## src/rtl/ccrp_pkg.sv

```systemverilog
// Shared types and constants for the cheat code read patcher.
`default_nettype none

package ccrp_pkg;

  localparam int unsigned NumSlots = 16;
  localparam int unsigned SlotIdxW = (NumSlots > 1) ? $clog2(NumSlots) : 1;
  localparam logic [15:0] GenieMinAddr = 16'h8000;

  typedef enum logic [1:0] {
    OpRead       = 2'd0,
    OpLoad       = 2'd1,
    OpEnable     = 2'd2,
    OpDisableAll = 2'd3
  } ccrp_op_e;

  typedef enum logic [1:0] {
    KindSix   = 2'd0,
    KindEight = 2'd1,
    KindRaw   = 2'd2
  } ccrp_kind_e;

  typedef enum logic [1:0] {
    StIdle,
    StWalk,
    StReadDone,
    StExec
  } ccrp_state_e;

  typedef struct packed {
    logic [1:0]  opcode;
    logic [3:0]  slot;
    logic [1:0]  code_kind;
    logic [31:0] letter_indices;
    logic [15:0] address;
    logic [7:0]  data;
    logic        enable;
  } ccrp_in_t;

  typedef struct packed {
    logic [7:0]  genie_data;
    logic [7:0]  raw_data;
    logic [15:0] code_address;
    logic [7:0]  code_value;
    logic [7:0]  code_compare;
    logic        code_has_compare;
  } ccrp_out_t;

  // Controller to datapath commands
  typedef struct packed {
    logic latch;      // capture accepted word, restart walk
    logic step;       // apply one slot of the walk
    logic load_read;  // move walk results to the output register
    logic exec;       // perform load / enable / disable and load output
  } ccrp_cmd_t;

  typedef struct packed {
    logic walk_last;
  } ccrp_status_t;

endpackage

`default_nettype wire

```

## src/rtl/ccrp_ctrl.sv

```systemverilog
// Controller state machine for the cheat code read patcher.
`default_nettype none

module ccrp_ctrl
  import ccrp_pkg::*;
(
  input  wire logic         clk_i,
  input  wire logic         rst_ni,
  input  wire logic         in_valid_i,
  input  wire logic [1:0]   in_opcode_i,
  output logic              in_ready_o,
  output logic              out_valid_o,
  input  wire logic         out_ready_i,
  input  wire ccrp_status_t status_i,
  output ccrp_cmd_t         cmd_o
);

  ccrp_state_e state_q, state_d;
  logic        out_valid_q, out_valid_d;
  logic        out_free;

  assign out_free = !out_valid_q || out_ready_i;

  always_ff @(posedge clk_i or negedge rst_ni) begin
    if (!rst_ni) begin
      state_q     <= StIdle;
      out_valid_q <= 1'b0;
    end else begin
      state_q     <= state_d;
      out_valid_q <= out_valid_d;
    end
  end

  always_comb begin
    state_d    = state_q;
    cmd_o      = '0;
    in_ready_o = 1'b0;
    unique case (state_q)
      StIdle: begin
        in_ready_o = 1'b1;
        if (in_valid_i) begin
          cmd_o.latch = 1'b1;
          state_d = (in_opcode_i == OpRead) ? StWalk : StExec;
        end
      end
      StWalk: begin
        cmd_o.step = 1'b1;
        if (status_i.walk_last) begin
          state_d = StReadDone;
        end
      end
      StReadDone: begin
        if (out_free) begin
          cmd_o.load_read = 1'b1;
          state_d = StIdle;
        end
      end
      StExec: begin
        if (out_free) begin
          cmd_o.exec = 1'b1;
          state_d = StIdle;
        end
      end
      default: state_d = StIdle;
    endcase
  end

  always_comb begin
    out_valid_d = out_valid_q;
    if (cmd_o.load_read || cmd_o.exec) begin
      out_valid_d = 1'b1;
    end else if (out_ready_i) begin
      out_valid_d = 1'b0;
    end
  end

  assign out_valid_o = out_valid_q;

endmodule

`default_nettype wire

```

## src/rtl/ccrp_datapath.sv

```systemverilog
// Slot table, letter decoder, slot walk and output register.
`default_nettype none

module ccrp_datapath
  import ccrp_pkg::*;
(
  input  wire logic      clk_i,
  input  wire logic      rst_ni,
  input  wire ccrp_in_t  in_word_i,
  input  wire ccrp_cmd_t cmd_i,
  output ccrp_status_t   status_o,
  output ccrp_out_t      out_word_o
);

  typedef struct packed {
    logic        raw;
    logic        has_cmp;
    logic [15:0] addr;
    logic [7:0]  val;
    logic [7:0]  cmp;
  } entry_t;

  entry_t                entry_q [NumSlots];
  logic [NumSlots-1:0]   valid_q, valid_d;
  logic [NumSlots-1:0]   en_q, en_d;

  ccrp_in_t              item_q;
  logic [SlotIdxW-1:0]   cnt_q;
  logic [7:0]            g_q, g_d;
  logic [7:0]            r_q, r_d;
  ccrp_out_t             out_q;

  entry_t                cur;
  entry_t                new_entry;
  logic                  hit;
  logic                  slot_ok;
  logic [SlotIdxW-1:0]   slot_idx;
  logic                  load_ok;
  ccrp_out_t             exec_out;

  // Letter code to address / value / compare
  function automatic entry_t decode(input logic [31:0] l, input logic eight);
    logic [3:0] n0, n1, n2, n3, n4, n5, n6, n7;
    entry_t e;
    n0 = l[3:0];   n1 = l[7:4];   n2 = l[11:8];  n3 = l[15:12];
    n4 = l[19:16]; n5 = l[23:20]; n6 = l[27:24]; n7 = l[31:28];
    e = '0;
    e.addr = {1'b1, n3[2:0], n4[3], n5[2:0], n1[3], n2[2:0], n3[3], n4[2:0]};
    if (eight) begin
      e.val     = {n0[3], n1[2:0], n7[3], n0[2:0]};
      e.cmp     = {n6[3], n7[2:0], n5[3], n6[2:0]};
      e.has_cmp = 1'b1;
    end else begin
      e.val = {n0[3], n1[2:0], n5[3], n0[2:0]};
    end
    return e;
  endfunction

  assign slot_idx = SlotIdxW'(item_q.slot);
  assign slot_ok  = ({28'd0, item_q.slot} < 32'(NumSlots));
  assign status_o.walk_last = (cnt_q == SlotIdxW'(NumSlots - 1));

  // One slot per walk step
  assign cur = entry_q[cnt_q];
  assign hit = valid_q[cnt_q] && en_q[cnt_q] && (cur.addr == item_q.address);

  always_comb begin
    g_d = g_q;
    r_d = r_q;
    if (hit) begin
      if (cur.raw) begin
        r_d = cur.val;
      end else if (item_q.address >= GenieMinAddr) begin
        if (!cur.has_cmp || (cur.cmp == g_q)) begin
          g_d = cur.val;
        end
      end
    end
  end

  always_comb begin
    new_entry = '0;
    load_ok   = 1'b0;
    unique case (item_q.code_kind)
      KindSix: begin
        new_entry = decode(item_q.letter_indices, 1'b0);
        load_ok   = slot_ok;
      end
      KindEight: begin
        new_entry = decode(item_q.letter_indices, 1'b1);
        load_ok   = slot_ok;
      end
      KindRaw: begin
        new_entry.raw  = 1'b1;
        new_entry.addr = item_q.address;
        new_entry.val  = item_q.data;
        load_ok        = slot_ok;
      end
      default: load_ok = 1'b0;
    endcase
  end

  always_comb begin
    exec_out = '0;
    valid_d  = valid_q;
    en_d     = en_q;
    if (cmd_i.exec) begin
      unique case (item_q.opcode)
        OpLoad: begin
          if (load_ok) begin
            valid_d[slot_idx]         = 1'b1;
            en_d[slot_idx]            = item_q.enable;
            exec_out.code_address     = new_entry.addr;
            exec_out.code_value       = new_entry.val;
            exec_out.code_compare     = new_entry.cmp;
            exec_out.code_has_compare = new_entry.has_cmp;
          end
        end
        OpEnable: begin
          if (slot_ok && valid_q[slot_idx]) begin
            en_d[slot_idx] = item_q.enable;
          end
        end
        OpDisableAll: en_d = '0;
        default: ;
      endcase
    end
  end

  always_ff @(posedge clk_i or negedge rst_ni) begin
    if (!rst_ni) begin
      valid_q <= '0;
      en_q    <= '0;
      cnt_q   <= '0;
    end else begin
      valid_q <= valid_d;
      en_q    <= en_d;
      if (cmd_i.latch) begin
        cnt_q <= '0;
      end else if (cmd_i.step) begin
        cnt_q <= cnt_q + SlotIdxW'(1);
      end
    end
  end

  always_ff @(posedge clk_i) begin
    if (cmd_i.exec && (item_q.opcode == OpLoad) && load_ok) begin
      entry_q[slot_idx] <= new_entry;
    end
  end

  always_ff @(posedge clk_i) begin
    if (cmd_i.latch) begin
      item_q <= in_word_i;
      g_q    <= in_word_i.data;
      r_q    <= in_word_i.data;
    end else if (cmd_i.step) begin
      g_q <= g_d;
      r_q <= r_d;
    end
    if (cmd_i.load_read) begin
      out_q <= '{genie_data: g_q, raw_data: r_q, default: '0};
    end else if (cmd_i.exec) begin
      out_q <= exec_out;
    end
  end

  assign out_word_o = out_q;

endmodule

`default_nettype wire

```

## src/rtl/cheat_code_read_patcher.sv

```systemverilog
// Top level of the cheat code read patcher.
`default_nettype none

// Cheat code read patcher. Sixteen cheat slots patch CPU read data. Each input
// word carries one command: a bus read, a slot load (six- or eight-letter code
// given as 4-bit alphabet indices, or a raw address/value pair), a slot enable
// update, or disable-all. Every accepted word produces exactly one output
// word. A bus read walks the slots in ascending order, one slot per clock,
// and returns two patched bytes: genie_data (letter codes, only for
// addresses 0x8000 and up, last match wins, compare bytes checked against the
// running value) and raw_data (raw slots, any address, last match wins).
// Sequence: a bus read walks every slot of the table in turn, then loads
// its result into the output register; load, enable and disable words
// go straight to the output load after accept. Either output load waits
// while a stalled output still holds an unaccepted result. One word is in
// flight at a time; the output register lets the next word be accepted while
// a finished result waits.
// All slots come out of reset invalid and disabled.

module cheat_code_read_patcher
  import ccrp_pkg::*;
(
  input  wire logic     clk_i,
  input  wire logic     rst_ni,
  input  wire logic     in_valid_i,
  output logic          in_ready_o,
  input  wire ccrp_in_t in_word_i,
  output logic          out_valid_o,
  input  wire logic     out_ready_i,
  output ccrp_out_t     out_word_o
);

  ccrp_cmd_t    cmd;
  ccrp_status_t status;

  ccrp_ctrl u_ctrl (
    .clk_i       (clk_i),
    .rst_ni      (rst_ni),
    .in_valid_i  (in_valid_i),
    .in_opcode_i (in_word_i.opcode),
    .in_ready_o  (in_ready_o),
    .out_valid_o (out_valid_o),
    .out_ready_i (out_ready_i),
    .status_i    (status),
    .cmd_o       (cmd)
  );

  ccrp_datapath u_datapath (
    .clk_i      (clk_i),
    .rst_ni     (rst_ni),
    .in_word_i  (in_word_i),
    .cmd_i      (cmd),
    .status_o   (status),
    .out_word_o (out_word_o)
  );

endmodule

`default_nettype wire
```

## config.mk

```make
export PLATFORM = sky130hd
export DESIGN_NAME = cheat_code_read_patcher
export DESIGN_NICKNAME = d
export VERILOG_FILES = /design/src/rtl/ccrp_pkg.sv /design/src/rtl/ccrp_ctrl.sv /design/src/rtl/ccrp_datapath.sv /design/src/rtl/cheat_code_read_patcher.sv
export SDC_FILE = /design/constraint.sdc
export NUM_CORES = 1
export LEC_CHECK = 0
export BUFFER_PORTS_ARGS = -buffer_cell sky130_fd_sc_hd__buf_2
export CAP_MARGIN = 5
export CORE_AREA = 2 2 307 309
export DETAILED_ROUTE_END_ITERATION = 10
export DIE_AREA = 0 0 309 311
export SLEW_MARGIN = 20
export SYNTH_ARGS = -nofsm -noshare
export SYNTH_HDL_FRONTEND = slang
export SYNTH_SLANG_ARGS = --single-unit
```

## constraint.sdc

```tcl
create_clock -name clk_i -period 3.9 [get_ports clk_i]
set_input_delay 0.195 -clock clk_i [delete_from_list [all_inputs] [get_ports clk_i]]
set_output_delay 0.195 -clock clk_i [all_outputs]
set_load 0.1 [all_outputs]
```

==> metrics.cfg <==
[die]
io-pin-count=120
core_region_area_um2=92800
start_util_pct=29.8
die_w_um=309
rows=112
die_y_um=311
die_area_um2=96100

[yosys]
syn_inst=1417
syn_avg_cell_area_um2=19.5
synth_area_um2=27600
ys_ff_latch=712
yosys_warnings=0
syn_nets=1487
synth_flop_cell=edfxtp_1
synth_edf_count=640
synth_async_sr_flop_share_pct=5.48
yosysSeqAreaShare_pct=75.5
synth_cell_type_count=53

[final_layout]
antenna_cells=0
area_growth_pct=21.7
final_common_cell=edfxtp_1
multi_input_area_um2=6390
nFillCells=8649
regArea_um2=20900
layout_common_cells=edfxtp_1 (640), mux4_2 (135), buf_2 (117), nand2_1 (85), clkbuf_16 (78)
drive_gt1_share_pct=29.6
stdcell_area_um2=33600
fin_nets=1750

[clocking]
clk_transition_reported_paths_ns=0.06
post-cts-setup-buffers=0
cts_buffers=75
cts.sinks=712
cts_tree=yes
cts_resized=0
cts_buffer_depth=3
clock_latency_ns=0.63
holdBufCountCts=66
ctsHtreeMaxLevel=3
cts_root_buffer=clkbuf_16

[route]
met2_length_um=33300
vias=14500
drc=0
dr.pass1.iters=5
wirelength_um=70300
dr_wl_met3_um=4920
wl_met1_um=30500
maxUsedRoutingLayer=met4
ant_nets=0
routed_via_density=4.85
drt_iter0_markers=1521
drt-wirelength-per-cell_um=23.5

[grt]
grt-ovfl-total=0
grt_usage_pct=14.6
grt_first_pass_wirelength_um=103000
grt_max_degree=60
antenna_found_initial=0
grt_pass1_vias=14900

[sta]
rsz0062_at_grt=false
fin_hold_ws_ns=0.0795
setup_viol=0
tns_ns=0
post-route-period-util_pct=89.6
worstMarginPinSlew_ns=1.02
max_freq_mhz=286
finalClockSkew_ns=0.0308
final.min_clock_period_ns=3.49
finalHoldViolations=0
maxSlewHeadroom_pct=31.5
report.final.slew_viol_count=0

[critical_path]
end_kind=flop
r2r_start=u_datapath.cnt_q[0]
max_stage_delay_ns=0.62
r2r_end=u_datapath.g_q[1]
critical_path_required_ns=4.23
rrSetupSlack_ns=0.41
worstPathArrival_ns=3.83
crit_top_cell=buf_4
path_cells=buf_4, mux4_2, a211oi_1, a21oi_1, xor2_1, nor4_1, buf_4, nand4_1, o31ai_1, buf_4
cp_max_fo=13
critPathLaunchType=flop
crit_slowest_cell=dfrtp_4
crit_type=flop to flop
ff2ff_path_depth=10

[power]
p_leak_nw=11.3
ir_drop_mv=0.269
powerDensity_nw_per_um2=663

[job]
drv_cap=0

[placement]
dpl-instance-area_um2=30300
place.gp.congestion=0.843
place.port_buffers=118
hpwlAfterDp_um=41900

[status]
run_status=finished, final reports clean

[worst_hold_path]
hold_path_startpoint=in_valid_i
min_path_type=input port to flop
holdPathStages=4
holdPathEnd=u_ctrl.state_q[0]

worst max-delay path by stage:
stage,start,end,slack [ns],cells past startpoint
floorplan,u_ctrl.out_valid_o,u_datapath.entry_q[15][0],-0.25,8
global placement,u_datapath.cnt_q[1],u_datapath.g_q[7],0.36,11
detailed placement,u_datapath.cnt_q[0],u_datapath.g_q[6],0.40,8
CTS,u_datapath.cnt_q[0],u_datapath.g_q[1],0.39,10
global route,u_datapath.cnt_q[0],u_datapath.g_q[1],0.18,10
finish,u_datapath.cnt_q[0],u_datapath.g_q[1],0.41,10
power by group:
group	switching, mW	internal [mW]	total [mW]
clock network	2.98	4.49	7.48
registers	0.432	9.17	9.60
logic	3.31	1.87	5.19
total	6.72	15.5	22.3
critical path: cells and delay by family (launching register included):
| family | cells | cell delay, ns |
|---|---|---|
| mux | 1 | 0.52 |
| compound gates | 3 | 0.74 |
| xor+xnor | 1 | 0.18 |
| buf+inv | 3 | 0.69 |
| simple gates | 2 | 0.45 |
| flops | 1 | 0.62 |
through the flow:
| step | utilization [%] | worst slack [ns] | std cells | power [mW] |
|---|---|---|---|---|
| after global placement | 32.6 | 0.359 | 2791 | 14.8 |
| after detailed placement | 32.6 | 0.404 | 2791 | 14.9 |
| after floorplan | - | -0.246 | 1417 | 13.3 |
| after CTS | 36.2 | 0.391 | 2996 | 22.4 |
| final | 36.2 | 0.406 | 2996 | 22.3 |
| after global routing | 36.2 | 0.178 | 2996 | 23.1 |
synth_stat cells, types with 5 or more instances:
cell / count / area (um^2)
and2_1: 10 / 62.6
nand3_1: 14 / 70.1
dfrtp_1: 39 / 976
xnor2_1: 20 / 175
edfxtp_1: 640 / 19200
nor2_1: 32 / 120
a22o_1: 34 / 298
buf_2: 21 / 105
a21oi_1: 15 / 75.1
a22oi_1: 7 / 52.6
and3_1: 16 / 100
mux2i_1: 37 / 370
nor2b_1: 12 / 75.1
mux4_2: 135 / 3040
buf_6: 8 / 90.1
or2_2: 16 / 100
nand2b_1: 5 / 31.3
clkbuf_1: 29 / 109
inv_1: 26 / 97.6
o22ai_1: 12 / 75.1
mux4_1: 11 / 289
o21ai_0: 60 / 300
mux2_2: 6 / 67.6
buf_4: 6 / 45.0
nand2_1: 86 / 323
buf_1: 11 / 41.3
xor2_1: 19 / 166
dfxtp_1: 33 / 661
a31oi_1: 17 / 106
sequential cells by signal, summed over array words and instances, names as in the netlist, 8 cells and up:
register               flops
u_datapath.entry_q       544
u_datapath.item_q         60
u_datapath.out_word_o     49
u_datapath.en_q           16
u_datapath.valid_q        16
u_datapath.g_q             8
u_datapath.r_q             8
logic make-up (layout without fill, tap and decap cells):
| logic type | Yosys count | count (layout) | share of synthesized area, % |
|---|---|---|---|
| AO/OA/AOI/OAI | 168 | 168 | 4.06 |
| multiplexers | 189 | 189 | 13.6 |
| AND/OR/NAND/NOR | 202 | 202 | 3.45 |
| buffers and inverters | 106 | 431 | 2.05 |
| adder cells (fa/ha/maj) | 1 | 1 | 0.0453 |
| XOR/XNOR | 39 | 39 | 1.24 |
| flip-flops | 712 | 712 | 75.5 |
layout make-up:
class / count / area share (%)
inverters: 27 / 0.305
flip-flops and latches: 712 / 62.1
well taps: 1254 / 4.67
clock buffers: 101 / 6.39
repair buffers: 265 / 6.14
clock inverters: 38 / 1.39
multi-input cells: 599 / 19.0
routing by layer:
layer	vias up	GRT usage, %
li1	6232	-
met1	7647	20.5
met2	553	23.0
met3	105	2.93
met4	0	4.28
met5	-	0
No activity file was read; power rests on OpenSTA's default activity.
